**config.mk**
```make
export PLATFORM = sky130hd
export DESIGN_NAME = min_max_tracking_table_core
export DESIGN_NICKNAME = d
export VERILOG_FILES = /design/src/rtl/core/mmtt_pkg.sv /design/src/rtl/core/min_max_tracking_table_core.sv
export SDC_FILE = /design/constraint.sdc
export NUM_CORES = 1
export LEC_CHECK = 0
export ABC_AREA = 1
export BUFFER_PORTS_ARGS = -buffer_cell sky130_fd_sc_hd__buf_4
export CAP_MARGIN = 20
export CORE_MARGIN = 3
export CORE_UTILIZATION = 67
export DETAILED_ROUTE_END_ITERATION = 8
export HOLD_SLACK_MARGIN = 0.03
export PLACE_DENSITY_LB_ADDON = 0.1
export SETUP_SLACK_MARGIN = 0.02
export SLEW_MARGIN = 40
export SYNTH_ARGS = -nofsm -noshare
export SYNTH_HDL_FRONTEND = slang
export SYNTH_SLANG_ARGS = --single-unit
```
**constraint.sdc**
```tcl
create_clock -name clock -period 8.7 [get_ports clock]
set_input_delay 2.175 -clock clock [delete_from_list [all_inputs] [get_ports clock]]
set_output_delay 2.175 -clock clock [all_outputs]
set_load 0.01 [all_outputs]
```
**src/rtl/core/mmtt_pkg.sv**
```systemverilog
// ----------------------------------------------------------------------------
// mmtt_pkg
// Types and constants shared by the min/max tracking table.
// ----------------------------------------------------------------------------
package mmtt_pkg;

   typedef enum logic [2:0] {
      ST_CLEAR,
      ST_IDLE,
      ST_SEARCH,
      ST_RESCAN,
      ST_DONE
   } state_type;

   typedef enum logic {
      OP_INSERT = 1'b0,
      OP_DELETE = 1'b1
   } op_type;

   typedef enum logic [1:0] {
      STATUS_OK        = 2'd0,
      STATUS_NOT_FOUND = 2'd1,
      STATUS_FULL      = 2'd2
   } status_type;

   typedef struct packed {
      logic              valid;
      logic signed [31:0] value;
   } entry_type;

   localparam logic signed [31:0] EMPTY_MIN = 32'sh7FFF_FFFF;
   localparam logic signed [31:0] EMPTY_MAX = 32'sh8000_0000;

endpackage

```
**src/rtl/core/min_max_tracking_table_core.sv**
```systemverilog
// ----------------------------------------------------------------------------
// min_max_tracking_table_core
// Multiset of signed 32-bit values in a table of ENTRIES slots with a
// running minimum and maximum.
// ----------------------------------------------------------------------------
// Each request inserts a value into the first free slot or deletes one
// occurrence (lowest slot that matches); each gives one response with the
// status, the minimum, the maximum and the count held afterwards. The table
// is one single-port-read memory walked one slot per cycle by a single
// compare unit. After reset a clearing pass writes every slot before the
// first request is taken. An insert into a full table skips the search;
// any other insert or a delete searches from the first slot and stops at
// the first hit, and a delete that removes the current minimum or maximum
// adds a full rescan of the table. One request is handled at a time; a new
// request is taken while the previous response still waits.
module min_max_tracking_table_core
   import mmtt_pkg::*;
#(
   parameter int ENTRIES = 16
) (
   input  logic               clock,
   input  logic               reset,
   input  logic               req_valid,
   output logic               req_ready,
   input  logic               req_func,
   input  logic signed [31:0] req_value,
   output logic               rsp_valid,
   input  logic               rsp_ready,
   output logic [1:0]         rsp_status,
   output logic signed [31:0] rsp_min_value,
   output logic signed [31:0] rsp_max_value,
   output logic [4:0]         rsp_count
);

   localparam int IDX_W = (ENTRIES > 1) ? $clog2(ENTRIES) : 1;
   localparam int CNT_W = $clog2(ENTRIES + 1);
   localparam logic [IDX_W-1:0] LAST_IDX = IDX_W'(ENTRIES - 1);
   localparam logic [CNT_W-1:0] FULL_CNT = CNT_W'(ENTRIES);

   entry_type entry_mem [ENTRIES];

   state_type          state_ff, state_in;
   logic [IDX_W-1:0]   addr_ff, addr_in;
   logic               issue_ff, issue_in;
   logic               rvalid_ff, rvalid_in;
   logic [IDX_W-1:0]   ridx_ff;
   entry_type          rd_entry_ff;
   op_type             op_ff, op_in;
   logic signed [31:0] val_ff, val_in;
   logic signed [31:0] min_ff, min_in;
   logic signed [31:0] max_ff, max_in;
   logic [CNT_W-1:0]   count_ff, count_in;
   status_type         status_ff, status_in;
   logic               rsp_valid_ff, rsp_valid_in;
   logic [1:0]         rsp_status_ff;
   logic signed [31:0] rsp_min_ff, rsp_max_ff;
   logic [4:0]         rsp_count_ff;

   logic               mem_we;
   logic [IDX_W-1:0]   mem_waddr;
   entry_type          mem_wdata;
   logic               flush;
   logic               req_fire;
   logic               rsp_load;
   logic               full;
   logic               search_hit;
   logic               scan_last;
   logic               need_rescan;
   logic [31:0]        count_ext;

   assign req_ready = (state_ff == ST_IDLE);
   assign req_fire  = req_valid && req_ready;
   assign rsp_load  = (state_ff == ST_DONE) && (!rsp_valid_ff || rsp_ready);
   assign full      = (count_ff == FULL_CNT);
   assign scan_last = rvalid_ff && (ridx_ff == LAST_IDX);
   assign need_rescan = (val_ff == min_ff) || (val_ff == max_ff);

   always_comb begin
      if (op_ff == OP_INSERT) begin
         search_hit = rvalid_ff && !rd_entry_ff.valid;
      end else begin
         search_hit = rvalid_ff && rd_entry_ff.valid && (rd_entry_ff.value == val_ff);
      end
   end

   // Next state.
   always_comb begin
      state_in = state_ff;
      unique case (state_ff)
         ST_CLEAR: begin
            if (addr_ff == LAST_IDX) state_in = ST_IDLE;
         end
         ST_IDLE: begin
            if (req_fire) begin
               if (op_type'(req_func) == OP_INSERT && full) state_in = ST_DONE;
               else state_in = ST_SEARCH;
            end
         end
         ST_SEARCH: begin
            if (search_hit) begin
               if (op_ff == OP_DELETE && need_rescan) state_in = ST_RESCAN;
               else state_in = ST_DONE;
            end else if (scan_last) begin
               state_in = ST_DONE;
            end
         end
         ST_RESCAN: begin
            if (scan_last) state_in = ST_DONE;
         end
         ST_DONE: begin
            if (rsp_load) state_in = ST_IDLE;
         end
         default: state_in = ST_IDLE;
      endcase
   end

   // Datapath control.
   always_comb begin
      mem_we    = 1'b0;
      mem_waddr = addr_ff;
      mem_wdata = '0;
      addr_in   = addr_ff;
      issue_in  = issue_ff;
      flush     = 1'b0;
      op_in     = op_ff;
      val_in    = val_ff;
      min_in    = min_ff;
      max_in    = max_ff;
      count_in  = count_ff;
      status_in = status_ff;

      // The read address walks forward while a scan is issuing reads.
      if (issue_ff) begin
         addr_in = addr_ff + IDX_W'(1);
         if (addr_ff == LAST_IDX) issue_in = 1'b0;
      end

      unique case (state_ff)
         ST_CLEAR: begin
            mem_we  = 1'b1;
            addr_in = addr_ff + IDX_W'(1);
         end
         ST_IDLE: begin
            if (req_fire) begin
               op_in  = op_type'(req_func);
               val_in = req_value;
               if (op_type'(req_func) == OP_INSERT && full) begin
                  status_in = STATUS_FULL;
               end else begin
                  addr_in  = '0;
                  issue_in = 1'b1;
               end
            end
         end
         ST_SEARCH: begin
            if (search_hit) begin
               flush           = 1'b1;
               issue_in        = 1'b0;
               status_in       = STATUS_OK;
               mem_we          = 1'b1;
               mem_waddr       = ridx_ff;
               mem_wdata.valid = (op_ff == OP_INSERT);
               mem_wdata.value = val_ff;
               if (op_ff == OP_INSERT) begin
                  count_in = count_ff + CNT_W'(1);
                  if (val_ff < min_ff) min_in = val_ff;
                  if (val_ff > max_ff) max_in = val_ff;
               end else begin
                  count_in = count_ff - CNT_W'(1);
                  if (need_rescan) begin
                     // Start over from the first slot with the empty bounds.
                     min_in   = EMPTY_MIN;
                     max_in   = EMPTY_MAX;
                     addr_in  = '0;
                     issue_in = 1'b1;
                  end
               end
            end else if (scan_last) begin
               status_in = STATUS_NOT_FOUND;
            end
         end
         ST_RESCAN: begin
            if (rvalid_ff && rd_entry_ff.valid) begin
               if (rd_entry_ff.value < min_ff) min_in = rd_entry_ff.value;
               if (rd_entry_ff.value > max_ff) max_in = rd_entry_ff.value;
            end
         end
         ST_DONE: begin
         end
         default: begin
         end
      endcase

      rvalid_in = issue_ff && !flush;
   end

   assign count_ext    = {{(32 - CNT_W){1'b0}}, count_ff};
   assign rsp_valid_in = rsp_load ? 1'b1 : (rsp_valid_ff && !rsp_ready);

   // Table memory with registered read.
   always_ff @(posedge clock) begin
      if (mem_we) entry_mem[mem_waddr] <= mem_wdata;
      rd_entry_ff <= entry_mem[addr_ff];
   end

   always_ff @(posedge clock) begin
      if (reset) begin
         state_ff     <= ST_CLEAR;
         addr_ff      <= '0;
         issue_ff     <= 1'b0;
         rvalid_ff    <= 1'b0;
         min_ff       <= EMPTY_MIN;
         max_ff       <= EMPTY_MAX;
         count_ff     <= '0;
         rsp_valid_ff <= 1'b0;
      end else begin
         state_ff     <= state_in;
         addr_ff      <= addr_in;
         issue_ff     <= issue_in;
         rvalid_ff    <= rvalid_in;
         min_ff       <= min_in;
         max_ff       <= max_in;
         count_ff     <= count_in;
         rsp_valid_ff <= rsp_valid_in;
      end
   end

   always_ff @(posedge clock) begin
      ridx_ff   <= addr_ff;
      op_ff     <= op_in;
      val_ff    <= val_in;
      status_ff <= status_in;
      if (rsp_load) begin
         rsp_status_ff <= status_ff;
         rsp_min_ff    <= min_ff;
         rsp_max_ff    <= max_ff;
         rsp_count_ff  <= count_ext[4:0];
      end
   end

   assign rsp_valid     = rsp_valid_ff;
   assign rsp_status    = rsp_status_ff;
   assign rsp_min_value = rsp_min_ff;
   assign rsp_max_value = rsp_max_ff;
   assign rsp_count     = rsp_count_ff;

endmodule
```
==> metrics, run 1 <==
crit-path max FO 82; TritonCTS clock tree built; via count between 20000 and 25000; final hold vios 0; remaining antenna violation count 0; final setup fails 0; hold_buf cts 0; Die Y 227 µm; # Post-CTS Setup Buffers 0; final wirelength 89.6 mm; pre-CTS setup slack 4.61 ns; drt first pass iters 6; Mapped Nets 3077; #FFs+latches synth 750; clock buffer depth 3; RePlAce Congestion around 0.93; via count of the first global-routing pass approximately 23000; vias per inst approximately 6.4; Setup WS post-layout 4.48 ns; gr usage total 0.350; initial antenna violation count 3; final-layout fill cell count 2959; commonest cells after routing, fill and taps aside 634 x edfxtp_1, 391 x nor2_1, 336 x nand2_1, 329 x o21ai_0, 175 x inv_1; layout cells sized above 1 0.134; row cnt 80; Yosys top cell area share 0.583; outcome completed; fin crit share 0.485; clock insertion delay at the later pin of the skew report 0.63 ns; unrepaired setup endpoints after global routing false; Max-Cap Viols 0; post-synth cell types between 50 and 60; Initial Util 0.681; R2R Path Start addr_ff[0]; nets 3164; Die Area roughly 51000 µm²; Achievable Freq around 240 MHz; cts bufs inserted 75; IO Count between 100 and 150; pwr/cell area 213 nW/µm²; first-pass GRT wire length ~130 mm; Avg Inst Size Synth 11.2 µm²; Core Box Area 47900 µm²; die width 227 µm; wire per inst between 20 and 25 µm; worst IR drop on VDD around 0.23 mV; Hold Path Stages 0; CP Class reg2reg; crit path launch type flip-flop; Worst Path Arrival 4.77 ns; Data required, critical path approximately 9 ns; mapped cell area between 30000 and 40000 µm²; initial DRC count 3299; biggest area consumer among synthesized cells edfxtp_1; beginning of the worst hold path max_ff[12]; drt drc 0; Root Driver clkbuf_16; Layout area overhead 13.4%; Overflow after GRT 0; Critical Path Start addr_ff[0]; Setup Skew between 0.015 and 0.02 ns; CTS H-tree depth 3; crit end category flip-flop; setup tns final 0 ns; Period minus WS final roughly 4.2 ns; Rel. slew slack 0.436; clk sinks 750; Primary FF master, synth edfxtp_1; Max Slew Vio Count 0; FF-to-FF path depth 7; Area contributors post-synth edfxtp_1 58%, dfxtp_1 7.1%, o21ai_0 5.0%; largest net degree at the start of global routing just under 100; clk slew on worst S/H paths 0.06 ns; PostCTS Resize Cnt 0; Async SR Flop Fraction 0; leading cell type in the layout, fill and taps excluded edfxtp_1; Synth warnings 0; Slew @ Worst Pin 0.847 ns; Seq/Total Area, Yosys 0.654; diode count 0; # port buffers about 110; Pleak 13.3 nW; Post-synth EDFFs 634; class of the tightest hold or removal check reg2reg; post-detail-place hpwl 56.4 mm; Post-Syn Instances ~2900
-- where the power goes --
| group | switching, W | internal [W] | total, W |
|---|---|---|---|
| Combinational | 0.000442 | 0.000207 | 0.000648 |
| Clock | 0.00139 | 0.00180 | 0.00319 |
| Sequential | 0.000107 | 0.00396 | 0.00407 |
-- logic make-up (layout without fill, tap and decap cells) --
kind of cell	after synthesis	after routing	synth area share
xor+xnor	14	14	0.00376
buf+inv	394	541	0.0490
simple gates	985	985	0.126
flops	750	750	0.654
compound gates	633	633	0.117
fa+ha+maj	132	132	0.0508
-- flip-flops by register name (all words and copies together) (netlist names) --
| register | count |
|---|---|
| count_ff | 5 |
| min_ff | 32 |
| max_ff | 32 |
| rd_entry_ff | 33 |
| op_ff | 1 |
| issue_ff | 1 |
| addr_ff | 4 |
| val_ff | 32 |
| rsp_valid | 1 |
| rvalid_ff | 1 |
| status_ff | 2 |
| rsp_max_value | 32 |
| rsp_count | 5 |
| rsp_min_value | 32 |
| entry_mem | 528 |
| rsp_status | 2 |
| ridx_ff | 4 |
| state_ff | 3 |
-- routing by layer --
layer	wire length (µm)	up-vias	GRT usage	part of all wire
met5	26	-	0	0.00029
met4	2630	4	0.116	0.029
met3	9150	191	0.0667	0.10
met2	43300	1448	0.571	0.48
met1	34500	11400	0.480	0.38
li1	-	10600	-	-
-- synthesized netlist by cell type (2+ instances only) --
cell and instances:
nor2_2 3, nor2_4 2, o21ai_1 4, a21o_1 2, inv_2 55, or2_0 2
o21a_1 12, o211ai_1 36, nand4_1 50, nand2_2 5, a21oi_1 75, o31ai_1 28
nor3_1 8, o22ai_1 35, o221ai_1 100, xor2_1 6, nand3_2 2, edfxtp_1 634
a211oi_1 2, inv_1 178, nor2_1 434, nand3_1 130, buf_2 15, nand2_1 338
o21ai_0 329, nand2_4 2, buf_6 9, buf_1 11, ha_1 131, o21bai_1 5
dlygate4sd1_1 2, xnor2_1 8, clkbuf_1 117, dfxtp_1 116, buf_4 2, or2_2 4
-- cell type report --
| class | instances | area [µm²] | area share |
|---|---|---|---|
| Sequential cell | 750 | 21400 | 0.577 |
| Clock buffer | 93 | 1990 | 0.0538 |
| Multi-Input combinational cell | 1764 | 9910 | 0.268 |
| Timing Repair Buffer | 168 | 1640 | 0.0444 |
| Tap cell | 615 | 769 | 0.0208 |
| Inverter | 236 | 902 | 0.0244 |
| Clock inverter | 44 | 437 | 0.0118 |
-- stage by stage --
step                      hold slack (ns)  cell area [µm²]   util  std cells  total power, W
after detailed placement            0.413            34600  0.721       3533         0.00476
final                               0.431            37000  0.772       3670         0.00791
after global placement              0.406            33900  0.708       3503         0.00471
after CTS                           0.427            37000  0.772       3670         0.00790
after global routing                0.444            37000  0.772       3670         0.00814
after floorplan                     0.329            32700      -       2908         0.00448
-- worst max-delay path, stage by stage, from the launching register on --
cell and delay, ns:
dfxtp_4 0.60, buf_4 0.73, buf_4 0.75, buf_4 0.78, o21ai_0 0.35, o221ai_1 0.37, nand3_1 0.24, nand2_1 0.19
-- path summary, 6_finish.rpt --
path / endpoint / slack, ns
setup / recovery: rd_entry_ff[28] / 4.48
hold / removal: rsp_max_value[12] / 0.43
setup reg to reg: rd_entry_ff[28] / 4.48
hold reg to reg: rsp_max_value[12] / 0.43
Note: power is estimated with default switching activity, not from simulation.
==> run 2: changes to the inputs <==
--- a/config.mk
+++ b/config.mk
@@ -9,7 +9,7 @@
 export BUFFER_PORTS_ARGS = -buffer_cell sky130_fd_sc_hd__buf_4
 export CAP_MARGIN = 20
 export CORE_MARGIN = 3
-export CORE_UTILIZATION = 67
+export CORE_UTILIZATION = 62
 export DETAILED_ROUTE_END_ITERATION = 8
 export HOLD_SLACK_MARGIN = 0.03
 export PLACE_DENSITY_LB_ADDON = 0.1
==> constraint.sdc (replaced) <==
create_clock -name clock -period 4.3 [get_ports clock]
set_input_delay 1.075 -clock clock [delete_from_list [all_inputs] [get_ports clock]]
set_output_delay 1.075 -clock clock [all_outputs]
set_load 0.01 [all_outputs]
==> metrics, run 2 (synthesis gave the netlist of run 1 again) <==
Top delay family on crit path simple AND/OR/NAND/NOR gates (was buffers and inverters); final core occ 0.714 (was 0.772); register area 21400 µm² (about the same); Initial Util 0.631 (was 0.681); PostCTS Resize Cnt 0 (unchanged); flip-flop count of the largest register after layout 528 (unchanged); first-pass GRT wire length 136 mm (was 134 mm); Seq pwr share 0.505 (was 0.514); row cnt 83 (was 80); hold_buf cts 0 (unchanged); crit path launch type flip-flop (unchanged); vias per inst 6.23 (was 6.43); Max-Cap Viols 0 (unchanged); hold_ws 0.431 ns (about the same); initial DRC count 2697 (was 3299); Worst Path Arrival 3.79 ns (was 4.77 ns); Placed Area 34400 µm² (was 34600 µm²); Stages on worst setup path 13 (was 7); Clock Power Share 0.414 (was 0.404); clock insertion delay at the later pin of the skew report 0.64 ns (was 0.63 ns); Sw Ratio 0.244 (was 0.245); critical path's largest stage delay 0.51 ns (was 0.78 ns); Die Y 236 µm (was 227 µm); final wirelength 90.4 mm (was 89.6 mm); # port buffers 109 (unchanged); # Post-CTS Setup Buffers 0 (unchanged); crit end category flip-flop (unchanged); cts bufs inserted 76 (was 75); via count of the first global-routing pass 22200 (was 22600); clk slew on worst S/H paths 0.07 ns (was 0.06 ns); commonest cells after routing, fill and taps aside 634 x edfxtp_1, 408 x nor2_1, 338 x nand2_1, 329 x o21ai_0, 175 x inv_1 (was 634 x edfxtp_1, 391 x nor2_1, 336 x nand2_1, 329 x o21ai_0, 175 x inv_1); slowest cell on the critical path nor2_4 (was buf_4); IO Count 110 (unchanged); Die Area 55500 µm² (was 51400 µm²); class of the tightest hold or removal check reg2reg (unchanged); fin crit share 0.803 (was 0.485); layout cells sized above 1 0.130 (was 0.134); Data required, critical path 4.63 ns (was 9.25 ns); drt first pass iters 5 (was 6); Root Driver clkbuf_16 (unchanged); Setup Skew 0.0302 ns (was 0.0176 ns); gr usage total 0.324 (was 0.350); die width 236 µm (was 227 µm); diode count 0 (unchanged); cells along the critical path inv_1 -> nand2_1 -> o21ai_0 -> nor2_1 -> nand2_1 -> nor2_1 -> nand3_1 -> nand2_2 -> nand2_2 -> o21ai_1 -> nand3_1 -> nor2_4 -> buf_12 (was buf_4 -> buf_4 -> buf_4 -> o21ai_0 -> o221ai_1 -> nand3_1 -> nand2_1); wire per inst 24.1 µm (was 24.4 µm); setup tns final 0 ns (unchanged); Core Box Area 51700 µm² (was 47900 µm²); worst IR drop on VDD 0.512 mV (was 0.232 mV); Internal 0.0123 W (was 0.00597 W); CTS H-tree depth 3 (unchanged); nets 3177 (was 3164); crit-path max FO 22 (was 82); unrepaired setup endpoints after global routing false (unchanged); Layout area overhead 13.1% (was 13.4%); dpl cells 3610 (was 3533); initial antenna violation count 2 (was 3); post-detail-place hpwl 58.0 mm (was 56.4 mm); drt drc 0 (unchanged); via count 23300 (was 23600); TritonCTS clock tree built (unchanged); switching pwr 0.00395 W (was 0.00194 W); Layout Cells excl Fill 3746 (was 3670); area of the multi-input gates 9860 µm² (was 9910 µm²); final-layout fill cell count 3549 (was 2959); final setup fails 0 (unchanged); largest net degree at the start of global routing 134 (was 97); clock buffer depth 3 (unchanged); clk sinks 750 (unchanged); Pleak 13.3 nW (about the same); Max Slew Vio Count 0 (unchanged); FF-to-FF path depth 13 (was 7); CP bufs+invs 2 (was 3); final hold vios 0 (unchanged); Hold Path Stages 0 (unchanged); Overflow after GRT 0 (unchanged); outcome completed (unchanged); Slew @ Worst Pin 0.868 ns (was 0.847 ns); top flop regs entry_mem (528), rd_entry_ff (33) (unchanged); Achievable Freq 290 MHz (was 237 MHz); RePlAce Congestion 0.953 (was 0.931); remaining antenna violation count 0 (unchanged); Period minus WS final 3.45 ns (was 4.22 ns); power share of the combinational group 0.081 (was 0.082); Rel. slew slack 0.421 (was 0.436); leading cell type in the layout, fill and taps excluded edfxtp_1 (unchanged); Top reg by flops entry_mem (unchanged); CP Class reg2reg (unchanged); Design Area, Final 36900 µm² (was 37000 µm²); pwr/cell area 439 nW/µm² (was 213 nW/µm²)
==> run 2: changes by cell type in the layout (fill, tap and decap cells not counted), moves of 3 or more <==
| cell | previous run | this run |
|---|---|---|
| buf_12 | 1 | 5 |
| buf_16 | 11 | 0 |
| buf_4 | 134 | 172 |
| buf_8 | 18 | 0 |
| bufinv_16 | 5 | 8 |
| clkbuf_1 | 13 | 19 |
| clkbuf_8 | 5 | 2 |
| clkinv_16 | 1 | 4 |
| clkinv_2 | 15 | 9 |
| nor2_1 | 391 | 408 |
| nor2_2 | 27 | 11 |
==> run 2: routing by layer <==
metal | up-vias | routed length [µm] | global-route usage
li1 | 10600 | - | -
met1 | 11400 | 37200 | 0.466
met2 | 1159 | 41700 | 0.498
met3 | 198 | 8270 | 0.0630
met4 | 0 | 3230 | 0.115
met5 | - | 0 | 0
==> run 2: path summary, 6_finish.rpt <==
check             startpoint               end  slack, ns
hold reg to reg    max_ff[7]  rsp_max_value[7]       0.43
hold / removal     max_ff[7]  rsp_max_value[7]       0.43
setup reg to reg   val_ff[5]   entry_mem[4][8]       0.85
setup / recovery   val_ff[5]   entry_mem[4][8]       0.85
==> run 2: layout make-up <==
type	count	share of cell area
inverter	236	0.0243
tap	680	0.0230
multi-input combinational	1764	0.267
clock inverter	38	0.0139
clock buffer	98	0.0548
timing repair buffer	180	0.0386
sequential	750	0.578
==> run 2: power groups by stage <==
| stage | logic [W] | registers (W) | clock network, W |
|---|---|---|---|
| after global placement | 0.00127 | 0.00832 | 0 |
| after floorplan | 0.000806 | 0.00827 | 0 |
| final | 0.00132 | 0.00819 | 0.00671 |
| after global routing | 0.00145 | 0.00820 | 0.00708 |
| after detailed placement | 0.00129 | 0.00833 | 0 |
| after CTS | 0.00130 | 0.00818 | 0.00678 |
==> run 2: per-stage QoR <==
stage	setup slack, ns	power, W
finish	0.846	0.0162
global route	0.566	0.0167
CTS	0.902	0.0163
detailed placement	0.919	0.00962
global placement	0.922	0.00959
floorplan	0.747	0.00907
==> run 2: worst reg2reg max path, delay by kind of cell (launching register included) <==
family	cells	cell delay (ns)
simple gates	9	1.97
buf+inv	2	0.41
flops	1	0.41
compound gates	2	0.37
